**src/rtl/core/unordered_set_table_defines.svh**
```systemverilog
// Assertion macros used by the top level of the unordered set table RTL.
// Needs a clock named clk and a reset named rst in the using module.
`ifndef UNORDERED_SET_TABLE_DEFINES_SVH
`define UNORDERED_SET_TABLE_DEFINES_SVH

// The consequent must hold in the same cycle as the antecedent.
`define UST_ASSERT_NOW(label, ante, cons) \
  label: assert property (@(posedge clk) disable iff (rst) (ante) |-> (cons)) \
    else $error("same-cycle check failed");

// The consequent must hold in the cycle after the antecedent.
`define UST_ASSERT_NEXT(label, ante, cons) \
  label: assert property (@(posedge clk) disable iff (rst) (ante) |=> (cons)) \
    else $error("next-cycle check failed");

`endif

```
**src/rtl/core/ust_pkg.sv**
```systemverilog
// Package for the unordered set table: codes, microcode word and program.
// Used by the sequencer, the datapath and the top level; depends on nothing.
`timescale 1ns / 1ps
`default_nettype none

package ust_pkg;

  localparam int DefaultStoreDepth = 16;
  localparam int DefaultValueWidth = 32;
  localparam int CapLimitReset = 16;

  typedef enum logic [1:0] {
    ACT_INSERT = 2'd0,
    ACT_ERASE  = 2'd1,
    ACT_LOOKUP = 2'd2,
    ACT_CLEAR  = 2'd3
  } action_e;

  typedef enum logic [1:0] {
    ST_OK      = 2'd0,
    ST_FULL    = 2'd1,
    ST_DUP     = 2'd2,
    ST_MISSING = 2'd3
  } status_e;

  typedef enum logic [2:0] {
    OP_LOAD,
    OP_SCAN,
    OP_DECIDE,
    OP_MOVE,
    OP_REPORT
  } uop_e;

  typedef enum logic [2:0] {
    COND_NEXT,
    COND_WAIT_START,
    COND_SCAN_MORE,
    COND_SKIP_MOVE,
    COND_ALWAYS
  } cond_e;

  typedef logic [2:0] step_t;

  localparam step_t STEP_IDLE   = 3'd0;
  localparam step_t STEP_SCAN   = 3'd1;
  localparam step_t STEP_DECIDE = 3'd2;
  localparam step_t STEP_MOVE   = 3'd3;
  localparam step_t STEP_REPORT = 3'd4;

  typedef struct packed {
    uop_e  uop;
    cond_e cond;
    step_t target;
  } ctrl_word_t;

  typedef struct packed {
    logic scan_more;
    logic need_move;
  } seq_status_t;

  // The control store: one word per step of the program.
  function automatic ctrl_word_t ucode_word(input step_t step);
    ctrl_word_t w;
    unique case (step)
      STEP_IDLE:   w = '{uop: OP_LOAD,   cond: COND_WAIT_START, target: STEP_IDLE};
      STEP_SCAN:   w = '{uop: OP_SCAN,   cond: COND_SCAN_MORE,  target: STEP_SCAN};
      STEP_DECIDE: w = '{uop: OP_DECIDE, cond: COND_SKIP_MOVE,  target: STEP_REPORT};
      STEP_MOVE:   w = '{uop: OP_MOVE,   cond: COND_NEXT,       target: STEP_REPORT};
      STEP_REPORT: w = '{uop: OP_REPORT, cond: COND_ALWAYS,     target: STEP_IDLE};
      default:     w = '{uop: OP_REPORT, cond: COND_ALWAYS,     target: STEP_IDLE};
    endcase
    return w;
  endfunction

endpackage

`default_nettype wire

```
**src/rtl/core/unordered_set_table.sv**
```systemverilog
// Top level of the unordered set table: configuration register, sequencer, datapath.
// Depends on ust_pkg, ust_sequencer, ust_datapath and the assertion macro header.
`timescale 1ns / 1ps
`default_nettype none
`include "unordered_set_table_defines.svh"

// A command is taken when start is high while busy is low, and its single result
// appears for exactly one cycle with done high; the result cannot be held off, so
// it must be captured in that cycle. A command holds busy high from the cycle after
// it is taken until the cycle after done, and the next command is taken once busy is
// low again. The length of a command is set by the entry scan, which reads one
// stored entry per cycle through the single read port of the entry store; an erase
// that hits adds a move step that copies the last entry into the freed slot. The
// limit register may be written at any time the block is idle.

module unordered_set_table
  import ust_pkg::*;
#(
  parameter int STORE_DEPTH = DefaultStoreDepth,
  parameter int VALUE_WIDTH = DefaultValueWidth,
  localparam int PosW = $clog2(STORE_DEPTH),
  localparam int CountW = $clog2(STORE_DEPTH + 1)
) (
  input  wire logic                   clk,
  input  wire logic                   rst,
  input  wire logic                   start,
  output logic                        busy,
  input  wire logic [1:0]             action,
  input  wire logic [VALUE_WIDTH-1:0] item_value,
  output logic                        done,
  output logic [1:0]                  status,
  output logic                        found,
  output logic [PosW-1:0]             found_position,
  output logic [CountW-1:0]           entry_count,
  output logic                        is_empty,
  input  wire logic                   cfg_valid,
  output logic                        cfg_ready,
  input  wire logic [CountW-1:0]      cfg_data
);

  localparam int LimitReset = (STORE_DEPTH < CapLimitReset) ? STORE_DEPTH : CapLimitReset;

  logic [CountW-1:0] capacity_limit;
  uop_e              uop;
  seq_status_t       dp_status;

  assign cfg_ready = 1'b1;

  always_ff @(posedge clk) begin
    if (rst) begin
      capacity_limit <= CountW'(LimitReset);
    end else if (cfg_valid && cfg_ready) begin
      capacity_limit <= cfg_data;
    end
  end

  ust_sequencer u_seq (
    .clk      (clk),
    .rst      (rst),
    .start    (start),
    .dp_status(dp_status),
    .uop      (uop),
    .busy     (busy)
  );

  ust_datapath #(
    .StoreDepth(STORE_DEPTH),
    .ValueWidth(VALUE_WIDTH)
  ) u_dp (
    .clk         (clk),
    .rst         (rst),
    .uop         (uop),
    .action      (action),
    .item_value  (item_value),
    .cap_limit   (capacity_limit),
    .dp_status   (dp_status),
    .res_status  (status),
    .res_found   (found),
    .res_position(found_position),
    .res_count   (entry_count)
  );

  assign done     = (uop == OP_REPORT);
  assign is_empty = (entry_count == '0);

  `UST_ASSERT_NEXT(a_start_goes_busy, start && !busy, busy)
  `UST_ASSERT_NEXT(a_done_then_idle, done, !busy && !done)
  `UST_ASSERT_NOW(a_count_in_range, 1'b1, entry_count <= CountW'(STORE_DEPTH))
  `UST_ASSERT_NOW(a_miss_position_zero, done && !found, found_position == '0)

endmodule

`default_nettype wire

```
**src/rtl/core/ust_ram.sv**
```systemverilog
// Generic single-port-write, single-port-read RAM with registered read data.
// Stand-alone; used by the unordered set table datapath.
`timescale 1ns / 1ps
`default_nettype none

module ust_ram #(
  parameter int Width = 32,
  parameter int Depth = 16
) (
  input  wire logic                     clk,
  input  wire logic                     wr_en,
  input  wire logic [$clog2(Depth)-1:0] wr_addr,
  input  wire logic [Width-1:0]         wr_data,
  input  wire logic [$clog2(Depth)-1:0] rd_addr,
  output logic      [Width-1:0]         rd_data
);

  logic [Width-1:0] mem [Depth];

  always_ff @(posedge clk) begin
    if (wr_en) begin
      mem[wr_addr] <= wr_data;
    end
    rd_data <= mem[rd_addr];
  end

endmodule

`default_nettype wire

```
**src/rtl/core/ust_sequencer.sv**
```systemverilog
// Microcode sequencer: step counter, control store lookup and jump logic.
// Depends on ust_pkg for the control word and the program.
`timescale 1ns / 1ps
`default_nettype none

module ust_sequencer
  import ust_pkg::*;
(
  input  wire logic        clk,
  input  wire logic        rst,
  input  wire logic        start,
  input  wire seq_status_t dp_status,
  output uop_e             uop,
  output logic             busy
);

  step_t      step;
  step_t      step_next;
  ctrl_word_t ctrl;

  assign ctrl = ucode_word(step);
  assign uop  = ctrl.uop;
  assign busy = (step != STEP_IDLE);

  always_comb begin
    unique case (ctrl.cond)
      COND_NEXT:       step_next = step + 3'd1;
      COND_WAIT_START: step_next = start ? step + 3'd1 : ctrl.target;
      COND_SCAN_MORE:  step_next = dp_status.scan_more ? ctrl.target : step + 3'd1;
      COND_SKIP_MOVE:  step_next = dp_status.need_move ? step + 3'd1 : ctrl.target;
      COND_ALWAYS:     step_next = ctrl.target;
      default:         step_next = STEP_IDLE;
    endcase
  end

  always_ff @(posedge clk) begin
    if (rst) begin
      step <= STEP_IDLE;
    end else begin
      step <= step_next;
    end
  end

endmodule

`default_nettype wire

```
**src/rtl/core/ust_datapath.sv**
```systemverilog
// Datapath of the unordered set table: item registers, scan compare, fill count.
// Depends on ust_pkg and on the generic RAM ust_ram for the entry store.
`timescale 1ns / 1ps
`default_nettype none

module ust_datapath
  import ust_pkg::*;
#(
  parameter int StoreDepth = DefaultStoreDepth,
  parameter int ValueWidth = DefaultValueWidth,
  localparam int PosW = $clog2(StoreDepth),
  localparam int CountW = $clog2(StoreDepth + 1)
) (
  input  wire logic                  clk,
  input  wire logic                  rst,
  input  wire uop_e                  uop,
  input  wire logic [1:0]            action,
  input  wire logic [ValueWidth-1:0] item_value,
  input  wire logic [CountW-1:0]     cap_limit,
  output seq_status_t                dp_status,
  output logic [1:0]                 res_status,
  output logic                       res_found,
  output logic [PosW-1:0]            res_position,
  output logic [CountW-1:0]          res_count
);

  action_e               act;
  logic [ValueWidth-1:0] val;
  logic [CountW-1:0]     idx;
  logic                  cmp_valid;
  logic [PosW-1:0]       cmp_pos;
  logic                  hit;
  logic [PosW-1:0]       pos;
  logic [CountW-1:0]     count;
  status_e               stat;

  logic                  wr_en;
  logic [PosW-1:0]       wr_addr;
  logic [ValueWidth-1:0] wr_data;
  logic [PosW-1:0]       rd_addr;
  logic [ValueWidth-1:0] rd_data;
  logic [CountW-1:0]     eff_limit;
  logic                  match;
  logic                  idx_live;
  logic [CountW-1:0]     count_dec;

  ust_ram #(
    .Width(ValueWidth),
    .Depth(StoreDepth)
  ) u_store (
    .clk    (clk),
    .wr_en  (wr_en),
    .wr_addr(wr_addr),
    .wr_data(wr_data),
    .rd_addr(rd_addr),
    .rd_data(rd_data)
  );

  assign eff_limit = (cap_limit > CountW'(StoreDepth)) ? CountW'(StoreDepth) : cap_limit;
  assign match     = cmp_valid && (rd_data == val);
  assign idx_live  = (idx < count);
  assign count_dec = count - CountW'(1);

  assign dp_status.scan_more = !match && (idx_live || cmp_valid);
  assign dp_status.need_move = (act == ACT_ERASE) && hit;

  always_comb begin
    wr_en   = 1'b0;
    wr_addr = count[PosW-1:0];
    wr_data = val;
    rd_addr = idx[PosW-1:0];
    unique case (uop)
      OP_DECIDE: begin
        rd_addr = count_dec[PosW-1:0];
        wr_en   = (act == ACT_INSERT) && (count < eff_limit) && !hit;
      end
      OP_MOVE: begin
        wr_en   = 1'b1;
        wr_addr = pos;
        wr_data = rd_data;
      end
      default: begin
      end
    endcase
  end

  always_ff @(posedge clk) begin
    if (rst) begin
      count     <= '0;
      cmp_valid <= 1'b0;
    end else begin
      unique case (uop)
        OP_LOAD: begin
          act       <= action_e'(action);
          val       <= item_value;
          idx       <= '0;
          cmp_valid <= 1'b0;
          hit       <= 1'b0;
          pos       <= '0;
          stat      <= ST_OK;
        end
        OP_SCAN: begin
          if (match) begin
            hit       <= 1'b1;
            pos       <= cmp_pos;
            cmp_valid <= 1'b0;
          end else begin
            cmp_valid <= idx_live;
            cmp_pos   <= idx[PosW-1:0];
            if (idx_live) begin
              idx <= idx + CountW'(1);
            end
          end
        end
        OP_DECIDE: begin
          unique case (act)
            ACT_INSERT: begin
              if (count >= eff_limit) begin
                stat <= ST_FULL;
              end else if (hit) begin
                stat <= ST_DUP;
              end else begin
                count <= count + CountW'(1);
              end
            end
            ACT_ERASE: begin
              if (hit) begin
                count <= count_dec;
              end else begin
                stat <= ST_MISSING;
              end
            end
            ACT_CLEAR: begin
              count <= '0;
              hit   <= 1'b0;
              pos   <= '0;
            end
            default: begin
            end
          endcase
        end
        default: begin
        end
      endcase
    end
  end

  assign res_status   = stat;
  assign res_found    = hit;
  assign res_position = pos;
  assign res_count    = count;

endmodule

`default_nettype wire
```
**config.mk**
```make
export PLATFORM = sky130hd
export DESIGN_NAME = unordered_set_table
export DESIGN_NICKNAME = d
export VERILOG_FILES = /design/src/rtl/core/ust_pkg.sv /design/src/rtl/core/unordered_set_table.sv /design/src/rtl/core/ust_ram.sv /design/src/rtl/core/ust_sequencer.sv /design/src/rtl/core/ust_datapath.sv
export VERILOG_INCLUDE_DIRS = /design/src /design/src/rtl/core
export SDC_FILE = /design/constraint.sdc
export NUM_CORES = 1
export LEC_CHECK = 0
export ABC_AREA = 1
export BUFFER_PORTS_ARGS = -buffer_cell sky130_fd_sc_hd__buf_2
export CELL_PAD_IN_SITES_DETAIL_PLACEMENT = 1
export CELL_PAD_IN_SITES_GLOBAL_PLACEMENT = 1
export CORE_ASPECT_RATIO = 0.5
export CORE_MARGIN = 10
export CORE_UTILIZATION = 40
export DETAILED_ROUTE_END_ITERATION = 8
export PLACE_DENSITY = 0.61
export SLEW_MARGIN = 20
export SYNTH_ARGS = -nofsm -noshare
export SYNTH_HDL_FRONTEND = slang
export SYNTH_SLANG_ARGS = --single-unit
```
**constraint.sdc**
```tcl
create_clock -name clk -period 5.4 [get_ports clk]
set_clock_uncertainty 0.1 [all_clocks]
set_input_delay 1.08 -clock clk [delete_from_list [all_inputs] [get_ports clk]]
set_output_delay 1.08 -clock clk [all_outputs]
set_load 0.02 [all_outputs]
```
======== Word-level counts from Yosys, hierarchy flattened ========
Memories as Yosys holds them, arrays and structs flattened. A register that Yosys moved wholly into a read port is not among the register bits.
Index checks and enable logic that the tools add are counted.
operators by class
  add/sub/neg operators ................... 4
  order comparisons ....................... 4
  equality and inequality tests ........... 24
  mux-type cells .......................... 32
  bitwise operators ....................... 2
  reduce and logical (&&, ||, !) cells .... 24
operators with widths
  operator                                               count
  one-hot mux 9 bit (4 select lines)                     1
  equality test 32 bit                                   1
  2-to-1 mux 32 bit                                      1
  2-to-1 mux 5 bit                                       6
  equality test 3 x 2 -> 1 bit, second input constant    6
  2-to-1 mux 4 bit                                       4
  one-hot mux 3 bit (5 select lines)                     1
  one-hot mux 5 bit (3 select lines)                     1
  one-hot mux 4 bit (3 select lines)                     1
  adder 5 x 1 -> 5 bit, second input constant            2
  < comparator 5 bit                                     2
  one-hot mux 5 bit (2 select lines)                     1
  AND reduction 5 bit                                    2
  equality test 3 x 1 -> 1 bit, second input constant    3
  zero test 3 bit                                        3
  2-to-1 mux 3 bit                                       3
  nonzero test 3 bit                                     3
  inequality test 2 bit, second input constant           4
  one-hot mux 2 bit (2 select lines)                     2
  AND reduction 4 bit                                    2
  equality test 3 bit, second input constant             2
  2-to-1 mux 2 bit                                       3
  inequality test 2 x 1 -> 1 bit, second input constant  3
  >= comparator 5 bit                                    1
  20 further kinds                                       32
word-level totals
  flip-flop bits (word level) ............. 64
  memory bits (writable) .................. 512
  bits of input ports ..................... 43
  output and inout port bits .............. 16
  logic and storage cells ................. 102
  memories ................................ 1
memory list
  memory            depth  bits a word  rd ports  clocked after Yosys merged registers in  write ports  RTL line       source
  u_dp.u_store.mem  16     32           1         1                                        1            ust_ram.sv:18  logic [Width-1:0] mem [Depth];

======== Depth between registers and ports, before layout ========
  depth in word-level cells ............... 8
  gate-level depth with buffers ........... 15
  mapped depth without buffers ............ 13

======== By module ========
Synthesis repeated with hierarchy kept, for this count alone.
unflattened totals
  cells, all modules ...................... 2641
  area total of the unflattened synthesis .. 26807.0 µm²
by module, submodules not included
  module               instances  cells an instance  area each (µm²)  seq. area each (µm²)
  ust_ram              1          2120               22730.6          16015.4
  ust_datapath         1          413                3447.1           1621.6
  ust_sequencer        1          70                 389.1            60.1
  unordered_set_table  1          38                 240.2            100.1

======== Least setup slack after synthesis ========
OpenSTA, ideal clock, no wires.
  kind .................................... flip-flop to flip-flop
  start ................................... register capacity_limit[0]
  end ..................................... memory u_dp.u_store.mem[0][0] (enable)
  library setup time ...................... 421 ps
  arrival time ............................ 3293 ps
  data required time ...................... 4879 ps
  setup slack ............................. 1586 ps
  stages on the path, launching flop included .. 11
  buffers on the path ..................... 0
  period minus slack after synthesis ...... 3814 ps
  path through ............................ dfxtp_1 > o41ai_1 > nand2_1 > ha_1 > nand2_1 > nor2_1 > nand2_1 > o211ai_1 > o21ai_0 > nand3_1 > nor2_1
between the ends
  word-level cells in the longest chain between the ends .. 8
RTL lines
  what                                      RTL line                   source
  start, declared                           unordered_set_table.sv:43  logic [CountW-1:0] capacity_limit;
  start signal, assigned                    unordered_set_table.sv:51  capacity_limit <= CountW'(LimitReset);
  start signal, assigned                    unordered_set_table.sv:53  capacity_limit <= cfg_data;
  > comparator 5 bit                        ust_datapath.sv:59         assign eff_limit = (cap_limit > CountW'(StoreDepth)) ? CountW'(StoreDepth) : cap_limit;
  2-to-1 mux 5 bit *                        ust_datapath.sv:59
  < comparator 5 bit *                      ust_datapath.sv:75         wr_en = (act == ACT_INSERT) && (count < eff_limit) && !hit;
  logical AND 1 bit * (2 in series)         ust_datapath.sv:75
  one-hot mux 1 bit (2 select lines) *      ust_datapath.sv:72         unique case (uop)
  2-to-1 mux 1 bit *                        ust_ram.sv:21              if (wr_en) begin
  2-to-1 mux 1 bit (implied by the code) *  ust_ram.sv:22              mem[wr_addr] <= wr_data;
  end, declared                             ust_ram.sv:18
Mark *: on every way between the ends. The rest lies on a longest branch, timed or not.

======== Worst setup path in the final report ========
  start ................................... register capacity_limit[1]
  end ..................................... memory u_dp.u_store.mem[14][25] (enable)
Same word-level chain as after synthesis.

==> flow_summary.yaml <==
floorplanning:
  die_h_um: 197
  ios: 59
  initial_utilization_pct: 40.7
  die_area_um2: 73700
  fp.dieW_um: 374
  core_um2: 61600
  rows: 64
critical_path:
  cp-end-kind: "register"
  worstPathArrival_ns: 4.37
  r2r-end: "u_dp.u_store.mem[14][25]"
  setup.worst_path.start_class: "register"
  path_cells: "o41ai_1 > nand2_1 > ha_1 > nand2_1 > nor2_1 > nand2_1 > o211ai_1 > o21ai_0 > nand3_1 > nor2_4 > buf_4"
  r2r-start: "capacity_limit[1]"
  path_buf_inv: 1
  crit_family: "simple AND/OR/NAND/NOR gates"
  slowest_stage: "nor2_4"
  critPathKind: "register to register"
  max_stage_delay_ns: 0.84
  worstPathRequired_ns: 5.61
  r2r_setup_slack_ns: 1.23
  cp_common_cell: "nand2_1"
  reg2reg_depth: 11
  path_max_fanout: 22
yosys:
  synth_seq_area_share_pct: 70.9
  ys_types: 40
  synth_area_um2: 25100
  ys_seq_elements: 608
  synth_nets: 2102
  yosysWarnings: 0
  syn_avg_cell_area_um2: 12.3
  syn_inst: 2041
sta:
  fin_tns_setup_ns: 0
  worst_slew_pin_slew_ns: 1.02
  setup_viol: 0
  hold_viol: 0
  rsz0062_at_grt: "no"
  fmax_ghz: 0.240
  slew_violations: 0
  relSlewSlack_pct: 32.0
  period_minus_slack_ns: 4.17
  hold_ws_ns: 0.371
  period_share_pct: 77.2
global_route:
  met1_usage_pct: 26.2
  busiest_layer: "met2"
  antenna_found_initial: 1
  grt_pass1_vias: 16800
  grt_max_degree: 129
  track_usage_pct: 18.8
  grt-ovfl-total: 0
  gr-usage-met2_pct: 30.8
  grt_pass1_wl_um: 106000
  use_met3_pct: 3.07
cts:
  clk_path_buf_depth: 3
  cts.clk_slew.worst_paths_ns: 0.06
  cts_setup_buffers: 0
  clk_latency_ns: 0.61
  postCtsHoldBufs: 0
  cts.sinks: 608
  htree_levels: 2
  cts_root_buffer: "clkbuf_16"
  cts_tree: "done"
  cts_buffers: 58
  post_cts_resize_count: 0
finish:
  layout.cells.non_filler: 2972
  design_area_um2: 28400
  area_growth_pct: 13.1
  final_common_cell: "edfxtp_1"
  fin_nets: 2160
  final_cell_mix: "edfxtp_1 (562), nand2_1 (301), o211ai_1 (257)"
  final_core_util_pct: 46.1
  final_layout_size_suffix_gt1_share_pct: 11.1
  n_antenna_cell: 0
  fillers: 6349
pwr:
  vdd_drop_max_mv: 0.325
  power_density_nw_per_um2: 503
  p_leak_nw: 10.1
detailed_routing:
  drt_iter0_drc: 1291
  viasPerCell: 5.46
  routed_wl_um: 70900
  drc: 0
  vias: 16200
  first_pass_iters: 5
  postRouteAntennaNets: 0
  wl_per_cell_um: 23.8
min_path:
  holdPathStages: 2
  hold_start: "u_dp.cmp_valid"
  holdPathEnd: "u_dp.cmp_valid"
  hold_path.class: "register to register"
placed_design:
  place_area_um2: 26500
  hpwlAfterDp_um: 42700
  gp_congestion: 0.781
  dp.cells: 2863
  numPortBuffers: 57
job:
  maxCapViolCount: 0
outcome:
  status: "finished, final reports clean"
-- layer usage --
layer	vias up	wire length, um
li1	7435	-
met1	8343	33200
met2	361	32900
met3	89	3580
met4	0	1230
met5	-	0
-- tightest hold or removal path: stages (launching register included) --
cell	delay, ns
dfxtp_1	0.31
nand2_1	0.06
a21oi_1	0.06
-- flip-flops by register name, indices dropped and copies added, names as in the netlist --
register and cells:
u_dp.u_store.mem 512, u_dp.u_store.rd_data 32, u_dp.val 32, capacity_limit 5
u_dp.idx 5, u_dp.res_count 5, u_dp.cmp_pos 4, u_dp.res_position 4
u_seq.step 3, u_dp.act 2, u_dp.res_status 2, u_dp.cmp_valid 1
u_dp.res_found 1
-- how the worst max path moves through the flow --
| stage | startpoint | to | slack (ns) | cells past startpoint |
|---|---|---|---|---|
| 2_1_floorplan | capacity_limit[0] | u_dp.u_store.mem[0][0] | 1.59 | 10 |
| 3_3_place_gp | capacity_limit[0] | u_dp.u_store.mem[14][16] | 1.24 | 11 |
| 3_5_place_dp | capacity_limit[1] | u_dp.u_store.mem[14][16] | 1.20 | 11 |
| 4_1_cts | capacity_limit[1] | u_dp.u_store.mem[14][21] | 1.17 | 11 |
| 5_1_grt | capacity_limit[1] | u_dp.u_store.mem[14][21] | 0.85 | 11 |
| 6_report | capacity_limit[1] | u_dp.u_store.mem[14][25] | 1.23 | 11 |
-- area by class of cell --
type / instances / area, um^2 / share of cell area (%)
clock buffer: 89 / 1710 / 6.02
clock inverter: 19 / 114 / 0.401
inverter: 211 / 795 / 2.80
multi-input combinational: 1108 / 6040 / 21.3
sequential: 608 / 17800 / 62.7
tap: 825 / 1030 / 3.64
timing repair buffer: 112 / 888 / 3.13
-- cells by family (layout without fill, tap and decap cells) --
logic type	Yosys count	count (layout)	share of synthesized area, %
buffers and inverters	325	431	5.70
flip-flops	608	608	70.9
AND/OR/NAND/NOR	599	599	9.56
XOR/XNOR	13	13	0.454
other	1	1	0.0149
adder cells (fa/ha/maj)	18	18	0.898
multiplexers	7	7	0.314
AO/OA/AOI/OAI	470	470	12.1
-- where the power goes --
group          internal (mW)  switching [mW]  leakage (nW)  total (mW)
Sequential              5.75           0.260          5.46        6.01
Clock                   2.21            1.77         0.893        3.98
Combinational           1.19            3.08          3.74        4.27
Total                   9.15            5.11          10.1        14.3
-- per-stage QoR --
step	total power, mW	setup slack [ns]
5_1_grt	15.0	0.850
2_1_floorplan	8.77	1.59
6_report	14.3	1.23
3_5_place_dp	10.4	1.20
3_3_place_gp	10.3	1.24
4_1_cts	14.4	1.17
-- synthesized netlist by cell type --
| master | number | area, um^2 |
|---|---|---|
| a2bb2oi_1 | 1 | 8.76 |
| and3_1 | 2 | 12.5 |
| buf_4 | 26 | 195 |
| o21ai_2 | 4 | 35.0 |
| clkbuf_2 | 2 | 10.0 |
| nor2_1 | 203 | 762 |
| nand4_1 | 2 | 12.5 |
| or2_1 | 1 | 6.26 |
| o32ai_1 | 1 | 8.76 |
| nor2_4 | 1 | 11.3 |
| o21ai_0 | 160 | 801 |
| o41ai_1 | 1 | 8.76 |
| nand3_1 | 79 | 395 |
| inv_2 | 4 | 15.0 |
| inv_1 | 207 | 777 |
| nor3_1 | 3 | 15.0 |
| buf_2 | 69 | 345 |
| conb_1 | 1 | 3.75 |
| o21ai_1 | 13 | 65.1 |
| mux2_2 | 7 | 78.8 |
| xnor2_1 | 5 | 43.8 |
| xor2_1 | 8 | 70.1 |
| a211oi_1 | 1 | 7.51 |
| nand2_1 | 302 | 1130 |
| o2111a_1 | 1 | 11.3 |
| nand2_4 | 2 | 22.5 |
| or2_2 | 2 | 12.5 |
| ha_1 | 18 | 225 |
| a221oi_1 | 1 | 8.76 |
| nand2_2 | 1 | 6.26 |
| clkbuf_1 | 13 | 48.8 |
| o22ai_1 | 2 | 12.5 |
| a31oi_1 | 2 | 12.5 |
| a21oi_1 | 26 | 130 |
| edfxtp_1 | 562 | 16900 |
| o211ai_1 | 257 | 1930 |
| buf_6 | 3 | 33.8 |
| buf_1 | 1 | 3.75 |
| nand3b_1 | 1 | 7.51 |
| dfxtp_1 | 46 | 921 |
No activity file was read; power rests on OpenSTA's default activity.
